<file path="src/hdl/buffer_descriptor_table_core_assert.svh">
// Assertion macros used by the descriptor table core.
`ifndef BUFFER_DESCRIPTOR_TABLE_CORE_ASSERT_SVH
`define BUFFER_DESCRIPTOR_TABLE_CORE_ASSERT_SVH

`ifndef ASSERT_OFF

// Same-cycle implication, disabled while reset is held.
`define BDT_ASSERT_IMPLIES(label, clk, rst_n, ante, cons) \
    label: assert property (@(posedge clk) disable iff (!(rst_n)) (ante) |-> (cons)) \
        else $error("assertion failed: implication");

// Next-cycle implication, disabled while reset is held.
`define BDT_ASSERT_NEXT(label, clk, rst_n, ante, cons) \
    label: assert property (@(posedge clk) disable iff (!(rst_n)) (ante) |=> (cons)) \
        else $error("assertion failed: next-cycle implication");

`else

`define BDT_ASSERT_IMPLIES(label, clk, rst_n, ante, cons)
`define BDT_ASSERT_NEXT(label, clk, rst_n, ante, cons)

`endif

`endif

</file>
<file path="src/hdl/bdt_pkg.sv">
package bdt_pkg;

    // Field widths of the stream payload
    localparam int FIELD_W = 48;
    localparam int ADDR_BITS = 48;
    // Bits of an address or size that are kept and stored
    localparam int KEEP_W = (ADDR_BITS < FIELD_W) ? ADDR_BITS : FIELD_W;
    localparam int AGE_W = 32;

    localparam int DEF_CAPACITY = 64;

    // Request kinds
    localparam logic OP_INSERT = 1'b0;
    localparam logic OP_REMOVE = 1'b1;

    typedef enum logic [1:0] {
        STAT_OK        = 2'd0,
        STAT_INVALID   = 2'd1,
        STAT_FULL      = 2'd2,
        STAT_NOT_FOUND = 2'd3
    } t_status;

    // One stored descriptor
    typedef struct packed {
        logic              valid;
        logic [KEEP_W-1:0] start;
        logic [KEEP_W-1:0] size;
        logic [KEEP_W-1:0] page;
        logic [AGE_W-1:0]  age;
    } t_entry;

    // Outcome of a scan over the table
    typedef struct packed {
        logic              found;
        logic              free_found;
        logic [KEEP_W-1:0] size;
        logic [KEEP_W-1:0] page;
    } t_pick;

endpackage

</file>
<file path="src/hdl/bdt_select.sv">
module bdt_select #(
    parameter int CAPACITY = bdt_pkg::DEF_CAPACITY
) (
    input  logic                         i_clk,
    input  logic                         i_rst_n,
    input  logic                         i_start,
    input  logic                         i_dv,
    input  logic [$clog2(CAPACITY)-1:0]  i_idx,
    input  bdt_pkg::t_entry              i_entry,
    input  logic [bdt_pkg::KEEP_W-1:0]   i_key,
    input  logic [bdt_pkg::AGE_W-1:0]    i_counter,
    output bdt_pkg::t_pick               o_pick,
    output logic [$clog2(CAPACITY)-1:0]  o_best_idx,
    output logic [$clog2(CAPACITY)-1:0]  o_free_idx
);

    localparam int IDX_W = $clog2(CAPACITY);

    logic                        r_found;
    logic                        r_free_found;
    logic [IDX_W-1:0]            r_best_idx;
    logic [IDX_W-1:0]            r_free_idx;
    logic [bdt_pkg::KEEP_W-1:0]  r_size;
    logic [bdt_pkg::KEEP_W-1:0]  r_page;
    logic [bdt_pkg::AGE_W-1:0]   r_dist;

    logic                        w_match;
    logic                        w_better;
    logic [bdt_pkg::AGE_W-1:0]   w_dist;

    // Rank the entry: smallest size first, then most recent insert
    always_comb begin
        w_match  = i_entry.valid && (i_entry.start == i_key);
        w_dist   = i_counter - i_entry.age;
        w_better = !r_found || (i_entry.size < r_size) ||
                   ((i_entry.size == r_size) && (w_dist < r_dist));
    end

    // Track the best match and the lowest free slot
    always_ff @(posedge i_clk) begin
        if (!i_rst_n || i_start) begin
            r_found      <= 1'b0;
            r_free_found <= 1'b0;
        end else if (i_dv) begin
            if (w_match && w_better) begin
                r_found    <= 1'b1;
                r_best_idx <= i_idx;
                r_size     <= i_entry.size;
                r_page     <= i_entry.page;
                r_dist     <= w_dist;
            end
            if (!i_entry.valid && !r_free_found) begin
                r_free_found <= 1'b1;
                r_free_idx   <= i_idx;
            end
        end
    end

    assign o_pick.found      = r_found;
    assign o_pick.free_found = r_free_found;
    assign o_pick.size       = r_size;
    assign o_pick.page       = r_page;
    assign o_best_idx        = r_best_idx;
    assign o_free_idx        = r_free_idx;

endmodule

</file>
<file path="config.mk">
export PLATFORM = sky130hd
export DESIGN_NAME = bdt_select
export DESIGN_NICKNAME = d
export VERILOG_FILES = /design/src/hdl/buffer_descriptor_table_core_assert.svh /design/src/hdl/bdt_pkg.sv /design/src/hdl/bdt_select.sv
export SDC_FILE = /design/constraint.sdc
export NUM_CORES = 1
export LEC_CHECK = 0
export ABC_CLOCK_PERIOD_IN_PS = 8200
export BUFFER_PORTS_ARGS = -buffer_cell sky130_fd_sc_hd__buf_2
export CORE_AREA = 2 2 148 150
export CTS_CLUSTER_SIZE = 8
export DETAILED_ROUTE_END_ITERATION = 6
export DIE_AREA = 0 0 150 152
export PLACE_DENSITY = 0.72
export RECOVER_POWER = 25
export SETUP_SLACK_MARGIN = 0.15
export SLEW_MARGIN = 0
export SYNTH_ARGS = -nofsm -noshare
export SYNTH_HDL_FRONTEND = slang
export SYNTH_SLANG_ARGS = --single-unit
</file>
<file path="constraint.sdc">
create_clock -name i_clk -period 8.2 [get_ports i_clk]
set_clock_uncertainty 0.1 [all_clocks]
set_input_delay 0.82 -clock i_clk [delete_from_list [all_inputs] [get_ports i_clk]]
set_output_delay 0.82 -clock i_clk [all_outputs]
set_load 0.01 [all_outputs]
</file>
==> results.sh, run 1 <==
export IMPL_max_cap_violations=0
export IMPL_route_detailed_drc=0
export IMPL_drv_slew=0
export IMPL_cts_hold_fix_buffers=0
export IMPL_start_util_pct=39.4
export IMPL_drive_gt1_share_pct=34.0
export IMPL_period_share_pct=67.9
export IMPL_synth_top_cell_by_area="edfxtp_1"
export IMPL_post_cts_buffers=0
export IMPL_path_class="input port to flip-flop"
export IMPL_synthCells=726
export IMPL_slew_headroom_pct=41.9
export IMPL_fin_util_pct=52.6
export IMPL_clock_latency_ps=420
export IMPL_cts_made_buffers=17
export IMPL_hold_violations=0
export IMPL_cp_slowest_cell="fa_1"
export IMPL_portBuffers=376
export IMPL_synth_main_ff_cell="edfxtp_1"
export IMPL_yosysSeqAreaShare_pct=50.4
export IMPL_fin_cells=1415
export IMPL_ys_top_cells_by_count="140 x edfxtp_1, 132 x inv_1, 110 x ha_1, 49 x a21oi_1, 46 x xor2_1"
export IMPL_hp_class="flip-flop to flip-flop"
export IMPL_clk_root_buffer_cell="clkbuf_16"
export IMPL_syn_cell_area_um2=8410
export IMPL_cts_resized=0
export IMPL_core_area_um2=21400
export IMPL_nets=1499
export IMPL_grt_pass1_vias=6395
export IMPL_final_setup_tns_ps=0
export IMPL_overflow=0
export IMPL_rows=54
export IMPL_grt_use_total_pct=18.4
export IMPL_synth_area_top_cells="edfxtp_1 50%, ha_1 16%, inv_1 5.9%"
export IMPL_area_growth_pct=33.5
export IMPL_syn_area_per_cell_um2=11.6
export IMPL_synth_warning_count=0
export IMPL_async_flop_share_pct=0
export IMPL_ys_ff_latch=142
export IMPL_max_freq_mhz=180
export IMPL_antenna_found_initial=0
export IMPL_grt_max_degree=136
export IMPL_ant_nets=0
export IMPL_firstDrtPassIters=5
export IMPL_r2r_slack_ps=4680
export IMPL_crit_fanout=135
export IMPL_die_w_um=150
export IMPL_totalWireLength_mm=21.4
export IMPL_worst_pin_slew_ps=872
export IMPL_cts_tree="done"
export IMPL_post_synth_top_count_cell="edfxtp_1"
export IMPL_power_leakage_nw=5.46
export IMPL_grt_setup_unrepaired="false"
export IMPL_cts_sinks=142
export IMPL_h_tree_depth=4
export IMPL_die_area_um2=22800
export IMPL_yosysUniqueCellTypes=47
export IMPL_status="completed"
export IMPL_clkSlewWorstSetupHoldPaths_ps=70
export IMPL_gp_congestion=0.897
export IMPL_critical_path_endpoint_type="flip-flop"
export IMPL_cp_arrival_ps=5510
export IMPL_dr_total_vias=6775
export IMPL_dieHeight_um=152
export IMPL_first_iter_violations=448
export IMPL_setup_viol=0
export IMPL_routedWlPerCell_um=15.1
export IMPL_power_density_nw_per_um2=172
export IMPL_synth_edf_count=140
export IMPL_power_mw=1.93
export IMPL_grt_pass1_wl_mm=32.7
export IMPL_irDropWorstVdd_mv=0.0915
export IMPL_finalCriticalPeriod_ps=5570
export IMPL_dp_hpwl_mm=17.5
export IMPL_startpoint_type="input port"
export IMPL_viasPerCell=4.79
export IMPL_required_ps=8140
export IMPL_post_place_cells=1382
export IMPL_cp_slowest_stage_delay_ps=420
export IMPL_cts_buffer_depth=2
export IMPL_yosysTopAreaCellShare_pct=50.0
export IMPL_path_cells="buf_2 -> inv_1 -> ha_1 -> inv_1 -> fa_1 -> a211oi_1 -> o211ai_2 -> a31oi_1 -> a21oi_2 -> nand4_1 -> a31oi_1 -> a221o_1 -> a21oi_2 -> o21ai_0 -> xnor2_1 -> ha_1 -> a2111oi_0 -> nand2_1 -> nor2_1 -> o21ai_0 -> o211ai_1 -> and4_4 -> buf_12"
export IMPL_pin_count=377
export IMPL_synth_nets=1104
[state kept, by name (all words and copies together), names as in the netlist]
name / count
o_best_idx: 6
o_free_idx: 6
r_size: 48
r_page: 48
r_dist: 32
r_found: 1
r_free_found: 1
[logic make-up after synthesis]
| family | after synthesis | synth area share (%) |
|---|---|---|
| AOI/OAI and AO/OA | 159 | 12.5 |
| xor gates and xnor gates | 72 | 7.50 |
| adders and majority gates | 111 | 16.6 |
| buffers and inverters | 134 | 6.07 |
| DFF | 142 | 50.4 |
| and+or+nand+nor | 108 | 6.87 |
[stage by stage]
step	hold WS (ps)	cell area (um^2)	setup slack, ps
2_1_floorplan	351	8410	472
3_3_place_gp	378	10700	2420
3_5_place_dp	409	10700	2310
4_1_cts	426	11300	2730
5_1_grt	444	11200	2240
6_report	432	11200	2630
[cell type report]
class,count,area [um^2]
well taps,280,350
fillers,1941,10100
flip-flops and latches,142,4240
clock inverters,15,190
diodes,1,2.50
inverters,132,495
multi-input cells,450,3660
repair buffers,378,1860
clock buffers,17,425
[power breakdown]
group | switching (mW) | total (mW) | internal [mW]
sequential | 0.000268 | 0.806 | 0.806
clock | 0.341 | 0.806 | 0.465
combinational | 0.165 | 0.318 | 0.153
total | 0.506 | 1.93 | 1.42
[worst max-delay path: cells and delay by family]
kind                     cells  cell delay (ps)
AO/OA/AOI/OAI               11             2300
XOR/XNOR                     1              170
AND/OR/NAND/NOR              4              570
buffers and inverters        4              590
adder cells (fa/ha/maj)      3              770
[metal layers]
layer  global-route usage (%)  vias up  part of all wire, %
met5                        0        -                    0
met3                     3.81       30                  5.8
met4                     5.84        0                  1.7
met2                     29.3      231                   48
li1                         -     3416                    -
met1                     25.1     3098                   45
[placed cells by master, fill, tap and decap left out, types with 7 or more instances in the layout]
cell	count
inv_1	132
nor2b_1	7
xnor2_1	26
ha_1	110
nor4_1	13
edfxtp_1	140
a21oi_1	49
clkbuf_1	36
clkbuf_16	17
o21ai_0	21
nand3_1	7
nand2_1	20
nand4_1	17
a21o_1	36
a31oi_1	10
xor2_1	46
buf_2	340
nor2_1	20
[path summary, 6_finish.rpt]
kind                                  start                        end  depth (start not counted)
hold reg to reg   r_free_found$_SDFFE_PP0P_  r_free_found$_SDFFE_PP0P_                          2
setup reg to reg        r_dist[1]$_DFFE_PP_       r_size[24]$_DFFE_PP_                         12
hold / removal    r_free_found$_SDFFE_PP0P_  r_free_found$_SDFFE_PP0P_                          2
setup / recovery               i_counter[0]       r_size[24]$_DFFE_PP_                         23
No activity file was read; power rests on OpenSTA's default activity.
==> inputs of run 2 (changes only) <==
--- a/config.mk
+++ b/config.mk
@@ -5,13 +5,13 @@
 export SDC_FILE = /design/constraint.sdc
 export NUM_CORES = 1
 export LEC_CHECK = 0
-export ABC_CLOCK_PERIOD_IN_PS = 8200
+export ABC_AREA = 1
+export ABC_CLOCK_PERIOD_IN_PS = 4600
 export BUFFER_PORTS_ARGS = -buffer_cell sky130_fd_sc_hd__buf_2
-export CORE_AREA = 2 2 148 150
+export CORE_UTILIZATION = 45
 export CTS_CLUSTER_SIZE = 8
 export DETAILED_ROUTE_END_ITERATION = 6
-export DIE_AREA = 0 0 150 152
-export PLACE_DENSITY = 0.72
+export PLACE_DENSITY = 0.78
 export RECOVER_POWER = 25
 export SETUP_SLACK_MARGIN = 0.15
 export SLEW_MARGIN = 0
==> constraint.sdc (replaced) <==
create_clock -name i_clk -period 4.6 [get_ports i_clk]
set_clock_uncertainty 0.1 [all_clocks]
set_input_delay 0.46 -clock i_clk [delete_from_list [all_inputs] [get_ports i_clk]]
set_output_delay 0.46 -clock i_clk [all_outputs]
set_load 0.01 [all_outputs]
==> run 2 against run 1 <==
Global-route usage rose by 4.8 points. Critical path depth rose by 3. Final cell count rose by 21%. First-iteration DRC count fell by 7.4%. Register-to-register slack got worse by 2900 ps. Hold slack got worse by 310 ps. Via count rose by 22%.
==> results.sh, run 2 <==
export IMPL_status="completed"
export IMPL_startpoint_type="input port"
export IMPL_clock_latency_ps=410
export IMPL_antenna_found_initial=6
export IMPL_cts_sinks=142
export IMPL_grt_pass1_wl_mm=37.1
export IMPL_die_w_um=145
export IMPL_regArea_um2=4240
export IMPL_viasPerCell=4.85
export IMPL_dr_total_vias=8273
export IMPL_multi_input_area_um2=4170
export IMPL_clkSlewWorstSetupHoldPaths_ps=60
export IMPL_ys_top_cells_by_count="224 x nand2_1, 213 x inv_1, 140 x edfxtp_1, 110 x ha_1, 76 x nor2_1"
export IMPL_synth_edf_count=140
export IMPL_ant_nets=0
export IMPL_power_leakage_nw=6.04
export IMPL_power_mw=3.35
export IMPL_yosysUniqueCellTypes=34
export IMPL_drive_gt1_share_pct=29.0
export IMPL_cts_resized=0
export IMPL_synth_top_cell_by_area="edfxtp_1"
export IMPL_yosysSeqAreaShare_pct=46.2
export IMPL_rows=51
export IMPL_setup_viol=0
export IMPL_power_density_nw_per_um2=279
export IMPL_ys_ff_latch=142
export IMPL_hold_violations=0
export IMPL_max_cap_violations=0
export IMPL_die_area_um2=21000
export IMPL_syn_cell_area_um2=9180
export IMPL_worst_pin_slew_ps=848
export IMPL_final_area_um2=12000
export IMPL_yosysTopAreaCellShare_pct=45.8
export IMPL_period_share_pct=82.0
export IMPL_critical_path_endpoint_type="flip-flop"
export IMPL_synth_area_top_cells="edfxtp_1 46%, ha_1 15%, nand2_1 9.2%"
export IMPL_final_common_cell="buf_2"
export IMPL_synth_nets=1408
export IMPL_portBuffers=376
export IMPL_synthCells=1030
export IMPL_hp_class="input port to flip-flop"
export IMPL_r2r_slack_ps=1780
export IMPL_cts_tree="done"
export IMPL_h_tree_depth=4
export IMPL_grt_pass1_vias=7783
export IMPL_fin_cells=1707
export IMPL_slew_headroom_pct=43.0
export IMPL_dieHeight_um=145
export IMPL_firstDrtPassIters=5
export IMPL_post_place_cells=1672
export IMPL_cts_buffer_depth=2
export IMPL_clk_root_buffer_cell="clkbuf_16"
export IMPL_first_iter_violations=415
export IMPL_grt_max_degree=53
export IMPL_totalWireLength_mm=24.7
export IMPL_n_fill_cell=1715
export IMPL_crit_fanout=29
export IMPL_cts_made_buffers=17
export IMPL_max_freq_mhz=265
export IMPL_pin_count=377
export IMPL_route_detailed_drc=0
export IMPL_synth_warning_count=0
export IMPL_post_synth_top_count_cell="nand2_1"
export IMPL_core_area_um2=19700
export IMPL_timing_hold_ws_ps=122
export IMPL_start_util_pct=46.6
export IMPL_required_ps=4570
export IMPL_path_class="input port to flip-flop"
export IMPL_post_cts_buffers=0
export IMPL_async_flop_share_pct=0
export IMPL_routedWlPerCell_um=14.5
export IMPL_nets=1804
export IMPL_area_growth_pct=30.8
export IMPL_overflow=0
export IMPL_drv_slew=0
export IMPL_grt_use_total_pct=23.2
export IMPL_cp_arrival_ps=3740
export IMPL_cts_hold_fix_buffers=0
export IMPL_dp_hpwl_mm=21.2
export IMPL_place_area_um2=11500
export IMPL_gp_congestion=0.921
export IMPL_top_regs="r_page: 48 flops, r_size: 48 flops, r_dist: 32 flops"
export IMPL_grt_setup_unrepaired="false"
export IMPL_finalCriticalPeriod_ps=3770
export IMPL_final_cell_mix="342 x buf_2, 222 x nand2_1, 210 x inv_1"
export IMPL_syn_area_per_cell_um2=8.91
export IMPL_irDropWorstVdd_mv=0.264
export IMPL_synth_main_ff_cell="edfxtp_1"
-- run 2: critical path: stages --
cell and delay, ps:
buf_2 140, inv_12 60, ha_4 120, inv_2 40, fa_2 390, nand3_2 90
nand2_2 90, a21boi_2 220, o21ai_2 140, nand3_1 130, nand2_1 60, nand2_1 60
nand2_1 90, ha_1 320, nand2_1 60, a21oi_1 40, nor2_1 110, nand2_1 60
nor2_1 90, nand2_1 60, nor2_1 100, nand2_1 70, nand3_1 80, nand2_2 80
clkinvlp_4 190, buf_4 380
-- run 2: stage by stage --
step / setup slack [ps] / setup TNS [ps] / util (%)
2_1_floorplan: -560 / -75100 / -
3_3_place_gp: 487 / 0 / 58.3
3_5_place_dp: 424 / 0 / 58.3
4_1_cts: 852 / 0 / 61.1
5_1_grt: 435 / 0 / 60.9
6_report: 827 / 0 / 60.9
-- run 2: cell families (layout without fill, tap and decap cells) --
logic type                 after synthesis  count (layout)  synth area share [%]
and+or+nand+nor                        386             386                  17.6
buffers and inverters                  215             624                  8.87
AOI/OAI and AO/OA                      144             144                  9.04
DFF                                    142             142                  46.2
adders and majority gates              111             111                  15.2
xor gates and xnor gates                32              32                  3.05
other                                    0               3                     0
-- run 2: power by group --
group | switching (mW) | internal, mW
clock | 0.567 | 0.705
sequential | 0.000455 | 1.44
combinational | 0.371 | 0.272
total | 0.938 | 2.41
-- run 2: worst paths after layout --
kind                                           start                   end  cells after the start
worst max-delay path                    i_counter[0]  r_page[33]$_DFFE_PP_                     26
worst min-delay path                     i_entry[55]  r_page[23]$_DFFE_PP_                      1
worst max register to register  r_size[31]$_DFFE_PP_  r_page[33]$_DFFE_PP_                     15
worst min register to register  r_found$_SDFFE_PP0P_  r_found$_SDFFE_PP0P_                      2
-- run 2: cell type report --
type                    instances  share of cell area, %
inverters                     213                   6.79
well taps                     265                   2.76
repair buffers                379                   15.7
clock buffers                  17                   3.54
clock inverters                15                   1.06
multi-input cells             673                   34.7
diodes                          3                 0.0625
flip-flops and latches        142                   35.3
-- run 2: metal layers --
| layer | track usage, % | wire length, um |
|---|---|---|
| met5 | 0 | 44 |
| met4 | 9.36 | 658 |
| met3 | 4.51 | 1560 |
| met2 | 41.1 | 12500 |
| met1 | 27.3 | 9910 |
