<file path="src/hdl/buffer_descriptor_table_core_assert.svh">
// Assertion macros used by the descriptor table core.
`ifndef BUFFER_DESCRIPTOR_TABLE_CORE_ASSERT_SVH
`define BUFFER_DESCRIPTOR_TABLE_CORE_ASSERT_SVH

`ifndef ASSERT_OFF

// Same-cycle implication, disabled while reset is held.
`define BDT_ASSERT_IMPLIES(label, clk, rst_n, ante, cons) \
    label: assert property (@(posedge clk) disable iff (!(rst_n)) (ante) |-> (cons)) \
        else $error("assertion failed: implication");

// Next-cycle implication, disabled while reset is held.
`define BDT_ASSERT_NEXT(label, clk, rst_n, ante, cons) \
    label: assert property (@(posedge clk) disable iff (!(rst_n)) (ante) |=> (cons)) \
        else $error("assertion failed: next-cycle implication");

`else

`define BDT_ASSERT_IMPLIES(label, clk, rst_n, ante, cons)
`define BDT_ASSERT_NEXT(label, clk, rst_n, ante, cons)

`endif

`endif

</file>
<file path="src/hdl/bdt_ram.sv">
module bdt_ram #(
    parameter int WIDTH = 8,
    parameter int DEPTH = 64
) (
    input  logic                     i_clk,
    input  logic                     i_wr_en,
    input  logic [$clog2(DEPTH)-1:0] i_wr_addr,
    input  logic [WIDTH-1:0]         i_wr_data,
    input  logic [$clog2(DEPTH)-1:0] i_rd_addr,
    output logic [WIDTH-1:0]         o_rd_data
);

    logic [WIDTH-1:0] r_mem [DEPTH];
    logic [WIDTH-1:0] r_rd_data;

    // Write port and registered read port
    always_ff @(posedge i_clk) begin
        if (i_wr_en) begin
            r_mem[i_wr_addr] <= i_wr_data;
        end
        r_rd_data <= r_mem[i_rd_addr];
    end

    assign o_rd_data = r_rd_data;

endmodule

</file>
<file path="config.mk">
export PLATFORM = sky130hd
export DESIGN_NAME = bdt_ram
export DESIGN_NICKNAME = d
export VERILOG_FILES = /design/src/hdl/buffer_descriptor_table_core_assert.svh /design/src/hdl/bdt_ram.sv
export SDC_FILE = /design/constraint.sdc
export NUM_CORES = 1
export LEC_CHECK = 0
export BUFFER_PORTS_ARGS = -buffer_cell sky130_fd_sc_hd__buf_2
export CAP_MARGIN = 0
export CORE_MARGIN = 10
export CORE_UTILIZATION = 60
export CTS_CLUSTER_SIZE = 30
export DETAILED_ROUTE_END_ITERATION = 8
export MAX_ROUTING_LAYER = met4
export PLACE_DENSITY_LB_ADDON = 0.3
export SYNTH_ARGS = -nofsm -noshare
export SYNTH_HDL_FRONTEND = slang
export SYNTH_SLANG_ARGS = --single-unit
</file>
<file path="constraint.sdc">
create_clock -name i_clk -period 2.23 [get_ports i_clk]
set_input_delay 0 -clock i_clk [delete_from_list [all_inputs] [get_ports i_clk]]
set_output_delay 0 -clock i_clk [all_outputs]
set_load 0.05 [all_outputs]
</file>
==> results of run 1 <==
[cell usage in the layout (no fill, tap or decap), types with 3 or more instances in the layout]
cell,instances
sky130_fd_sc_hd__edfxtp_1,512
sky130_fd_sc_hd__mux4_2,126
sky130_fd_sc_hd__buf_4,112
sky130_fd_sc_hd__nor2_1,83
sky130_fd_sc_hd__clkbuf_16,50
sky130_fd_sc_hd__buf_2,26
sky130_fd_sc_hd__mux2i_1,23
sky130_fd_sc_hd__nand2_1,19
sky130_fd_sc_hd__nor2b_1,14
sky130_fd_sc_hd__mux2_2,13
sky130_fd_sc_hd__nand3_1,13
sky130_fd_sc_hd__clkbuf_1,12
sky130_fd_sc_hd__buf_12,10
sky130_fd_sc_hd__clkinv_2,9
sky130_fd_sc_hd__clkinv_1,9
sky130_fd_sc_hd__o221ai_1,8
sky130_fd_sc_hd__o22ai_1,8
sky130_fd_sc_hd__dfxtp_1,8
sky130_fd_sc_hd__nand2b_1,7
sky130_fd_sc_hd__nor3_1,7
sky130_fd_sc_hd__a221oi_1,6
sky130_fd_sc_hd__a211oi_1,4
sky130_fd_sc_hd__bufinv_16,4
sky130_fd_sc_hd__dlygate4sd3_1,4
sky130_fd_sc_hd__diode_2,3
sky130_fd_sc_hd__nand3b_1,3
sky130_fd_sc_hd__a21oi_1,3
sky130_fd_sc_hd__a22oi_1,3
sky130_fd_sc_hd__o2111ai_1,3
sky130_fd_sc_hd__o2bb2ai_1,3
sky130_fd_sc_hd__clkinvlp_4,3
[power by group through the flow]
stage          Sequential [uW]  Combinational [uW]  Clock [uW]
2_1_floorplan            11100                 577           0
3_3_place_gp             11100                1080           0
3_5_place_dp             11100                1110           0
4_1_cts                  10900                1120        8120
5_1_grt                  10900                1190        8530
6_report                 10900                1120        8050
[stage by stage]
| step | instance area [um^2] | hold WS (ps) |
|---|---|---|
| 2_1_floorplan | 20200 | 98.9 |
| 3_3_place_gp | 21600 | 451 |
| 3_5_place_dp | 21600 | 446 |
| 4_1_cts | 23200 | 8.62 |
| 5_1_grt | 23200 | 14.6 |
| 6_report | 23200 | 11.2 |
[state kept, by name (all words and copies together), names as in the netlist]
signal,cells
r_mem,512
o_rd_data,8
[routing by layer]
metal / vias to the layer above / GRT usage [%] / routed length (um)
met2: 603 / 33.3 / 21300
met3: 88 / 4.47 / 4050
li1: 4230 / - / -
met5: - / - / 0
met4: 0 / 7.54 / 1410
met1: 5351 / 32.1 / 18200
[kinds of logic after synthesis]
kind of cell,Yosys count,synth area share (%)
DFF,520,77.0
AOI/OAI and AO/OA,54,2.07
muxes,162,15.9
and+or+nand+nor,153,3.39
buffers and inverters,51,1.57
[worst max-delay path: stages (launching register included)]
cell and delay [ps]:
sky130_fd_sc_hd__edfxtp_1 390, sky130_fd_sc_hd__mux4_2 490, sky130_fd_sc_hd__mux2_2 280, sky130_fd_sc_hd__o221a_2 270, sky130_fd_sc_hd__nor3_1 340, sky130_fd_sc_hd__o32ai_1 130
[timing repair]
action | in CTS | in global routing
resized for setup | 0 | 0
hold buffers | 4 | 0
endpoints found under the hold margin | 37 | 0
[layout make-up]
type                    instances  share of cell area [%]
diodes                          3                  0.0324
clock buffers                  62                    5.59
clock inverters                28                    1.10
multi-input cells             369                    18.6
flip-flops and latches        520                    67.0
well taps                     448                    2.42
repair buffers                153                    5.28
[worst paths after layout]
kind | startpoint | endpoint | slack, ps | cells past startpoint
min reg2reg | r_mem[30][6]$_DFFE_PP_ | o_rd_data[6]$_DFF_P_ | 830 | 3
min | i_wr_data[5] | r_mem[4][5]$_DFFE_PP_ | 10 | 1
max reg2reg | r_mem[21][4]$_DFFE_PP_ | o_rd_data[4]$_DFF_P_ | 200 | 5
max | r_mem[21][4]$_DFFE_PP_ | o_rd_data[4]$_DFF_P_ | 200 | 5
==> flow_results.xml, run 1 <==
<?xml version="1.0" encoding="UTF-8"?>
<metrics>
  <group name="logic_synthesis">
    <metric name="yosys.cell_count.top_type" unit="">sky130_fd_sc_hd__edfxtp_1</metric>
    <metric name="synth_cell_types" unit="">40</metric>
    <metric name="yosysWarnings" unit="">0</metric>
    <metric name="synth-edff-count" unit="">512</metric>
    <metric name="netlist_top_cells_count" unit="">512 x sky130_fd_sc_hd__edfxtp_1, 126 x sky130_fd_sc_hd__mux4_2, 83 x sky130_fd_sc_hd__nor2_1</metric>
    <metric name="mapped_avg_cell_area" unit="um^2">21.5</metric>
    <metric name="postSynthCellCount" unit="">940</metric>
    <metric name="synth_seq_cells" unit="">520</metric>
    <metric name="synth_nets" unit="">962</metric>
    <metric name="synthesis.area" unit="um^2">20200</metric>
    <metric name="post_synth_main_area_contributors" unit="">sky130_fd_sc_hd__edfxtp_1 76%, sky130_fd_sc_hd__mux4_2 14%, sky130_fd_sc_hd__nor2_1 1.5%, sky130_fd_sc_hd__mux2i_1 1.1%, sky130_fd_sc_hd__dfxtp_1 0.79%</metric>
    <metric name="synth_top_cell_area_share" unit="%">76.2</metric>
    <metric name="synth-async-reset-ratio" unit="%">0</metric>
    <metric name="synth_sequential_area_ratio" unit="%">77.0</metric>
    <metric name="synth_top_flop_cell" unit="">sky130_fd_sc_hd__edfxtp_1</metric>
    <metric name="synth_largest_area_cell" unit="">sky130_fd_sc_hd__edfxtp_1</metric>
  </group>
  <group name="clock_network">
    <metric name="clkSinkCount" unit="">520</metric>
    <metric name="cts_buffers" unit="">50</metric>
    <metric name="cts_tree" unit="">built</metric>
    <metric name="ctsHtreeMaxLevel" unit="">2</metric>
    <metric name="clock_latency" unit="ps">570</metric>
    <metric name="cts.path.max_buffers" unit="">3</metric>
    <metric name="cts_root_buffer" unit="">sky130_fd_sc_hd__clkbuf_16</metric>
    <metric name="postCtsSetupBuffers" unit="">0</metric>
    <metric name="clock_transition_time_at_the_flip_flop_clock_pins_of_the_worst_setup_and_hold_paths" unit="ps">60</metric>
  </group>
  <group name="routing">
    <metric name="post_drt_wl_per_cell" unit="um">28.4</metric>
    <metric name="drt_wl_total" unit="um">45000</metric>
    <metric name="starting_drt_drc_count" unit="">1413</metric>
    <metric name="drtAntennaViolNets" unit="">0</metric>
    <metric name="firstDrtPassIters" unit="">5</metric>
    <metric name="number_of_vias_after_detailed_routing" unit="">10272</metric>
    <metric name="post_drt_via_cell_ratio" unit="">6.49</metric>
    <metric name="drc" unit="">0</metric>
  </group>
  <group name="flow_run">
    <metric name="cap_viol_max_count" unit="">0</metric>
  </group>
  <group name="pwr">
    <metric name="cellLeakagePower" unit="uW">0.00751</metric>
    <metric name="p_total" unit="uW">20000</metric>
    <metric name="pwr-share-comb" unit="%">5.6</metric>
    <metric name="p_per_area" unit="nW/um^2">863</metric>
    <metric name="power.switching_fraction" unit="%">20.9</metric>
    <metric name="p_clk_share" unit="%">40.2</metric>
    <metric name="net-switching-power" unit="uW">4180</metric>
    <metric name="cell_internal_pwr" unit="uW">15800</metric>
    <metric name="worst_ir_drop_vdd" unit="V">0.000810</metric>
    <metric name="portion_of_total_power_attributed_to_sequential_cells" unit="%">54.2</metric>
  </group>
  <group name="sta">
    <metric name="setup-tns-final" unit="ps">0</metric>
    <metric name="grt_setup_unrepaired" unit="">false</metric>
    <metric name="fraction_of_the_cycle_the_final_worst_path_needs" unit="%">90.9</metric>
    <metric name="timing.final.hold_violations" unit="">0</metric>
    <metric name="setup_viol" unit="">0</metric>
    <metric name="worst_slew_pin_slew" unit="ps">1190</metric>
    <metric name="setup_slack" unit="ps">203</metric>
    <metric name="worst_slew_slack_as_a_fraction_of_its_limit" unit="%">20.4</metric>
    <metric name="drv_slew" unit="">0</metric>
    <metric name="finClkSkew" unit="ps">14.3</metric>
    <metric name="timing.final.crit_period" unit="ps">2030</metric>
    <metric name="achievable-frequency" unit="GHz">0.493</metric>
  </group>
  <group name="die">
    <metric name="fp.dieH" unit="um">203</metric>
    <metric name="die_area" unit="um^2">41300</metric>
    <metric name="start_util" unit="%">60.4</metric>
    <metric name="design.core.area" unit="um^2">33400</metric>
    <metric name="pin_count" unit="">30</metric>
    <metric name="die_width" unit="um">203</metric>
    <metric name="core.rowCount" unit="">67</metric>
  </group>
  <group name="critical_path">
    <metric name="crit_path_max_fanout" unit="">1</metric>
    <metric name="cp.arrival" unit="ps">2460</metric>
    <metric name="cp-start-kind" unit="">flop</metric>
    <metric name="timing_worst_setup_path_type" unit="">reg -&gt; reg</metric>
    <metric name="worst_ep_required_time" unit="ps">2660</metric>
    <metric name="endpoint_kind" unit="">flop</metric>
  </group>
  <group name="finish">
    <metric name="layout-drive-gt1-share" unit="%">31.7</metric>
    <metric name="layoutNonFillerInstCount" unit="">1583</metric>
    <metric name="finish.utilization" unit="%">69.5</metric>
    <metric name="finish.net_count" unit="">1116</metric>
    <metric name="multi_input_gate_area" unit="um^2">4320</metric>
    <metric name="layout.filler_cells" unit="">2027</metric>
    <metric name="seqCellArea" unit="um^2">15500</metric>
    <metric name="flow.area_growth_from_synthesis" unit="%">15.0</metric>
  </group>
  <group name="grt">
    <metric name="overall_routing_resource_usage" unit="%">22.8</metric>
    <metric name="grt_antenna_before_repair" unit="">3</metric>
    <metric name="first_global_vias" unit="">10126</metric>
    <metric name="globalRoute.totalOverflow" unit="">0</metric>
    <metric name="grt_pass1_wl" unit="um">67900</metric>
    <metric name="grt_max_degree" unit="">65</metric>
  </group>
  <group name="status">
    <metric name="status" unit="">completed</metric>
  </group>
  <group name="placed_design">
    <metric name="portBuffers" unit="">29</metric>
    <metric name="placed_cells_incl_taps" unit="">1486</metric>
    <metric name="hpwl" unit="um">28100</metric>
    <metric name="post_placement_worst_setup_slack" unit="ps">53.7</metric>
    <metric name="place.gp.congestion" unit="">0.835</metric>
  </group>
  <group name="min_path">
    <metric name="min-delay-path-class" unit="">in -&gt; reg</metric>
  </group>
</metrics>
Note: power is estimated with default switching activity, not from simulation.
==> inputs of run 2 (changes only) <==
--- a/config.mk
+++ b/config.mk
@@ -11,8 +11,10 @@
 export CORE_UTILIZATION = 60
 export CTS_CLUSTER_SIZE = 30
 export DETAILED_ROUTE_END_ITERATION = 8
+export HOLD_SLACK_MARGIN = 0.15
 export MAX_ROUTING_LAYER = met4
 export PLACE_DENSITY_LB_ADDON = 0.3
+export RECOVER_POWER = 25
 export SYNTH_ARGS = -nofsm -noshare
 export SYNTH_HDL_FRONTEND = slang
 export SYNTH_SLANG_ARGS = --single-unit
==> constraint.sdc (replaced) <==
create_clock -name i_clk -period 2.2 [get_ports i_clk]
set_input_delay 0 -clock i_clk [delete_from_list [all_inputs] [get_ports i_clk]]
set_output_delay 0 -clock i_clk [all_outputs]
set_load 0.05 [all_outputs]
==> flow_results.xml, run 2 (same netlist as run 1, synthesis figures left out) <==
<?xml version="1.0" encoding="UTF-8"?>
<metrics>
  <group name="status">
    <metric name="status" unit="">finished, violations left</metric>
    <metric name="failed_checks" unit="">max-capacitance violations, max-slew violations</metric>
  </group>
  <group name="finish">
    <metric name="largest_register" unit="">r_mem</metric>
    <metric name="largest_register_ff_count" unit="">512</metric>
    <metric name="mostFrequentLayoutCells" unit="">512 x sky130_fd_sc_hd__edfxtp_1, 126 x sky130_fd_sc_hd__mux4_2, 104 x sky130_fd_sc_hd__buf_4</metric>
    <metric name="leading_cell_type_in_the_layout_fill_and_taps_excluded" unit="">sky130_fd_sc_hd__edfxtp_1</metric>
    <metric name="layout-drive-gt1-share" unit="%">30.0</metric>
    <metric name="finish.net_count" unit="">1124</metric>
    <metric name="flow.area_growth_from_synthesis" unit="%">15.3</metric>
    <metric name="layout.filler_cells" unit="">2055</metric>
  </group>
  <group name="routing">
    <metric name="post_drt_via_cell_ratio" unit="">6.33</metric>
    <metric name="starting_drt_drc_count" unit="">1132</metric>
    <metric name="firstDrtPassIters" unit="">5</metric>
    <metric name="number_of_vias_after_detailed_routing" unit="">10058</metric>
    <metric name="drc" unit="">0</metric>
    <metric name="drt_wl_total" unit="um">44000</metric>
    <metric name="drtAntennaViolNets" unit="">0</metric>
    <metric name="post_drt_wl_per_cell" unit="um">27.7</metric>
  </group>
  <group name="clock_network">
    <metric name="clock_latency" unit="ps">560</metric>
    <metric name="clkSinkCount" unit="">520</metric>
    <metric name="cts_buffers" unit="">50</metric>
    <metric name="cts_root_buffer" unit="">sky130_fd_sc_hd__clkbuf_16</metric>
    <metric name="postCtsSetupBuffers" unit="">0</metric>
    <metric name="ctsHtreeMaxLevel" unit="">2</metric>
    <metric name="clock_transition_time_at_the_flip_flop_clock_pins_of_the_worst_setup_and_hold_paths" unit="ps">60</metric>
    <metric name="cts_tree" unit="">built</metric>
    <metric name="cts.path.max_buffers" unit="">3</metric>
  </group>
  <group name="grt">
    <metric name="grt_max_degree" unit="">65</metric>
    <metric name="first_global_vias" unit="">10301</metric>
    <metric name="globalRoute.totalOverflow" unit="">0</metric>
    <metric name="grt_pass1_wl" unit="um">66400</metric>
    <metric name="grt_antenna_before_repair" unit="">2</metric>
    <metric name="overall_routing_resource_usage" unit="%">22.2</metric>
  </group>
  <group name="placed_design">
    <metric name="portBuffers" unit="">29</metric>
    <metric name="hpwl" unit="um">27100</metric>
    <metric name="place.gp.congestion" unit="">0.838</metric>
  </group>
  <group name="pwr">
    <metric name="p_total" unit="uW">20200</metric>
    <metric name="portion_of_total_power_attributed_to_sequential_cells" unit="%">54.5</metric>
    <metric name="net-switching-power" unit="uW">4170</metric>
    <metric name="worst_ir_drop_vdd" unit="V">0.000623</metric>
    <metric name="p_per_area" unit="nW/um^2">868</metric>
    <metric name="power.switching_fraction" unit="%">20.7</metric>
    <metric name="pwr-share-comb" unit="%">5.6</metric>
    <metric name="cell_internal_pwr" unit="uW">16000</metric>
    <metric name="p_clk_share" unit="%">39.9</metric>
    <metric name="cellLeakagePower" unit="uW">0.00751</metric>
  </group>
  <group name="die">
    <metric name="pin_count" unit="">30</metric>
    <metric name="core.rowCount" unit="">67</metric>
    <metric name="die_area" unit="um^2">41300</metric>
    <metric name="design.core.area" unit="um^2">33400</metric>
    <metric name="start_util" unit="%">60.4</metric>
    <metric name="fp.dieH" unit="um">203</metric>
    <metric name="die_width" unit="um">203</metric>
  </group>
  <group name="critical_path">
    <metric name="cp-start-kind" unit="">primary input</metric>
    <metric name="timing_worst_setup_path_type" unit="">in -&gt; reg</metric>
    <metric name="endpoint_kind" unit="">flop</metric>
    <metric name="cp.arrival" unit="ps">2310</metric>
    <metric name="worst_ep_required_time" unit="ps">2460</metric>
    <metric name="crit_path_max_fanout" unit="">7</metric>
  </group>
  <group name="sta">
    <metric name="setup-tns-final" unit="ps">0</metric>
    <metric name="timing.final.crit_period" unit="ps">2040</metric>
    <metric name="fraction_of_the_cycle_the_final_worst_path_needs" unit="%">92.9</metric>
    <metric name="achievable-frequency" unit="GHz">0.489</metric>
    <metric name="grt_setup_unrepaired" unit="">false</metric>
    <metric name="worst_slew_pin_slew" unit="ps">1830</metric>
    <metric name="drv_slew" unit="">39</metric>
    <metric name="finClkSkew" unit="ps">23.8</metric>
    <metric name="worst_slew_slack_as_a_fraction_of_its_limit" unit="%">-22.1</metric>
    <metric name="setup_viol" unit="">0</metric>
    <metric name="timing.final.hold_violations" unit="">0</metric>
  </group>
  <group name="flow_run">
    <metric name="cap_viol_max_count" unit="">1</metric>
  </group>
  <group name="min_path">
    <metric name="min-delay-path-class" unit="">in -&gt; reg</metric>
  </group>
</metrics>
## run 2: what timing repair did
item | in CTS | in global routing
endpoints found under the setup margin | 0 | 5
endpoints found under the hold margin | 248 | 0
hold buffers | 19 | 0
resized for setup | 0 | 1
## run 2: routing by layer
layer	track usage (%)	up-vias	share of wire [%]	wire (um)
li1	-	4250	-	-
met1	30.5	5269	41	18000
met2	34.1	482	50	21800
met3	4.41	57	7.9	3490
met4	5.06	0	1.6	687
met5	-	-	0	0
## run 2: critical path, stage by stage
cell,delay (ps)
sky130_fd_sc_hd__dlygate4sd3_1,570
sky130_fd_sc_hd__buf_2,180
sky130_fd_sc_hd__nor2b_1,230
sky130_fd_sc_hd__nand4_1,210
sky130_fd_sc_hd__dlygate4sd3_1,650
sky130_fd_sc_hd__nor2_2,250
sky130_fd_sc_hd__buf_4,210
## run 2: stage by stage
step	cell area (um^2)	util, %	worst slack, ps	hold WS (ps)	instances
after global placement	21500	64.5	86.9	413	1479
after detailed placement	21500	64.5	75.5	437	1479
after CTS	23300	69.7	83.0	182	1588
after floorplan	20200	-	508	98.9	940
after global routing	23200	69.7	36.7	209	1590
final	23200	69.7	155	196	1590
## run 2: area by class of cell
type	count	area [um^2]	share of cell area, %
Antenna cell	2	5.00	0.0215
Clock inverter	23	156	0.673
Tap cell	448	561	2.41
Multi-Input combinational cell	369	4320	18.6
Sequential cell	520	15500	66.8
Clock buffer	67	1380	5.92
Timing Repair Buffer	161	1300	5.58
## run 2: path summary, 6_finish.rpt
kind                           from                endpoint  slack, ps  cells after the start
max                    i_wr_addr[3]  r_mem[55][6]$_DFFE_PP_        160                      7
min                    i_wr_addr[5]  r_mem[56][5]$_DFFE_PP_        200                      3
max reg2reg  r_mem[29][6]$_DFFE_PP_    o_rd_data[6]$_DFF_P_        200                      5
min reg2reg  r_mem[30][4]$_DFFE_PP_    o_rd_data[4]$_DFF_P_        850                      3
## run 2: power by group through the flow
stage	Clock, uW	Combinational [uW]	Sequential [uW]
finish	8050	1130	11000
global route	8550	1210	11000
CTS	8140	1140	11000
detailed placement	0	1110	11200
global placement	0	1090	11200
floorplan	0	584	11300
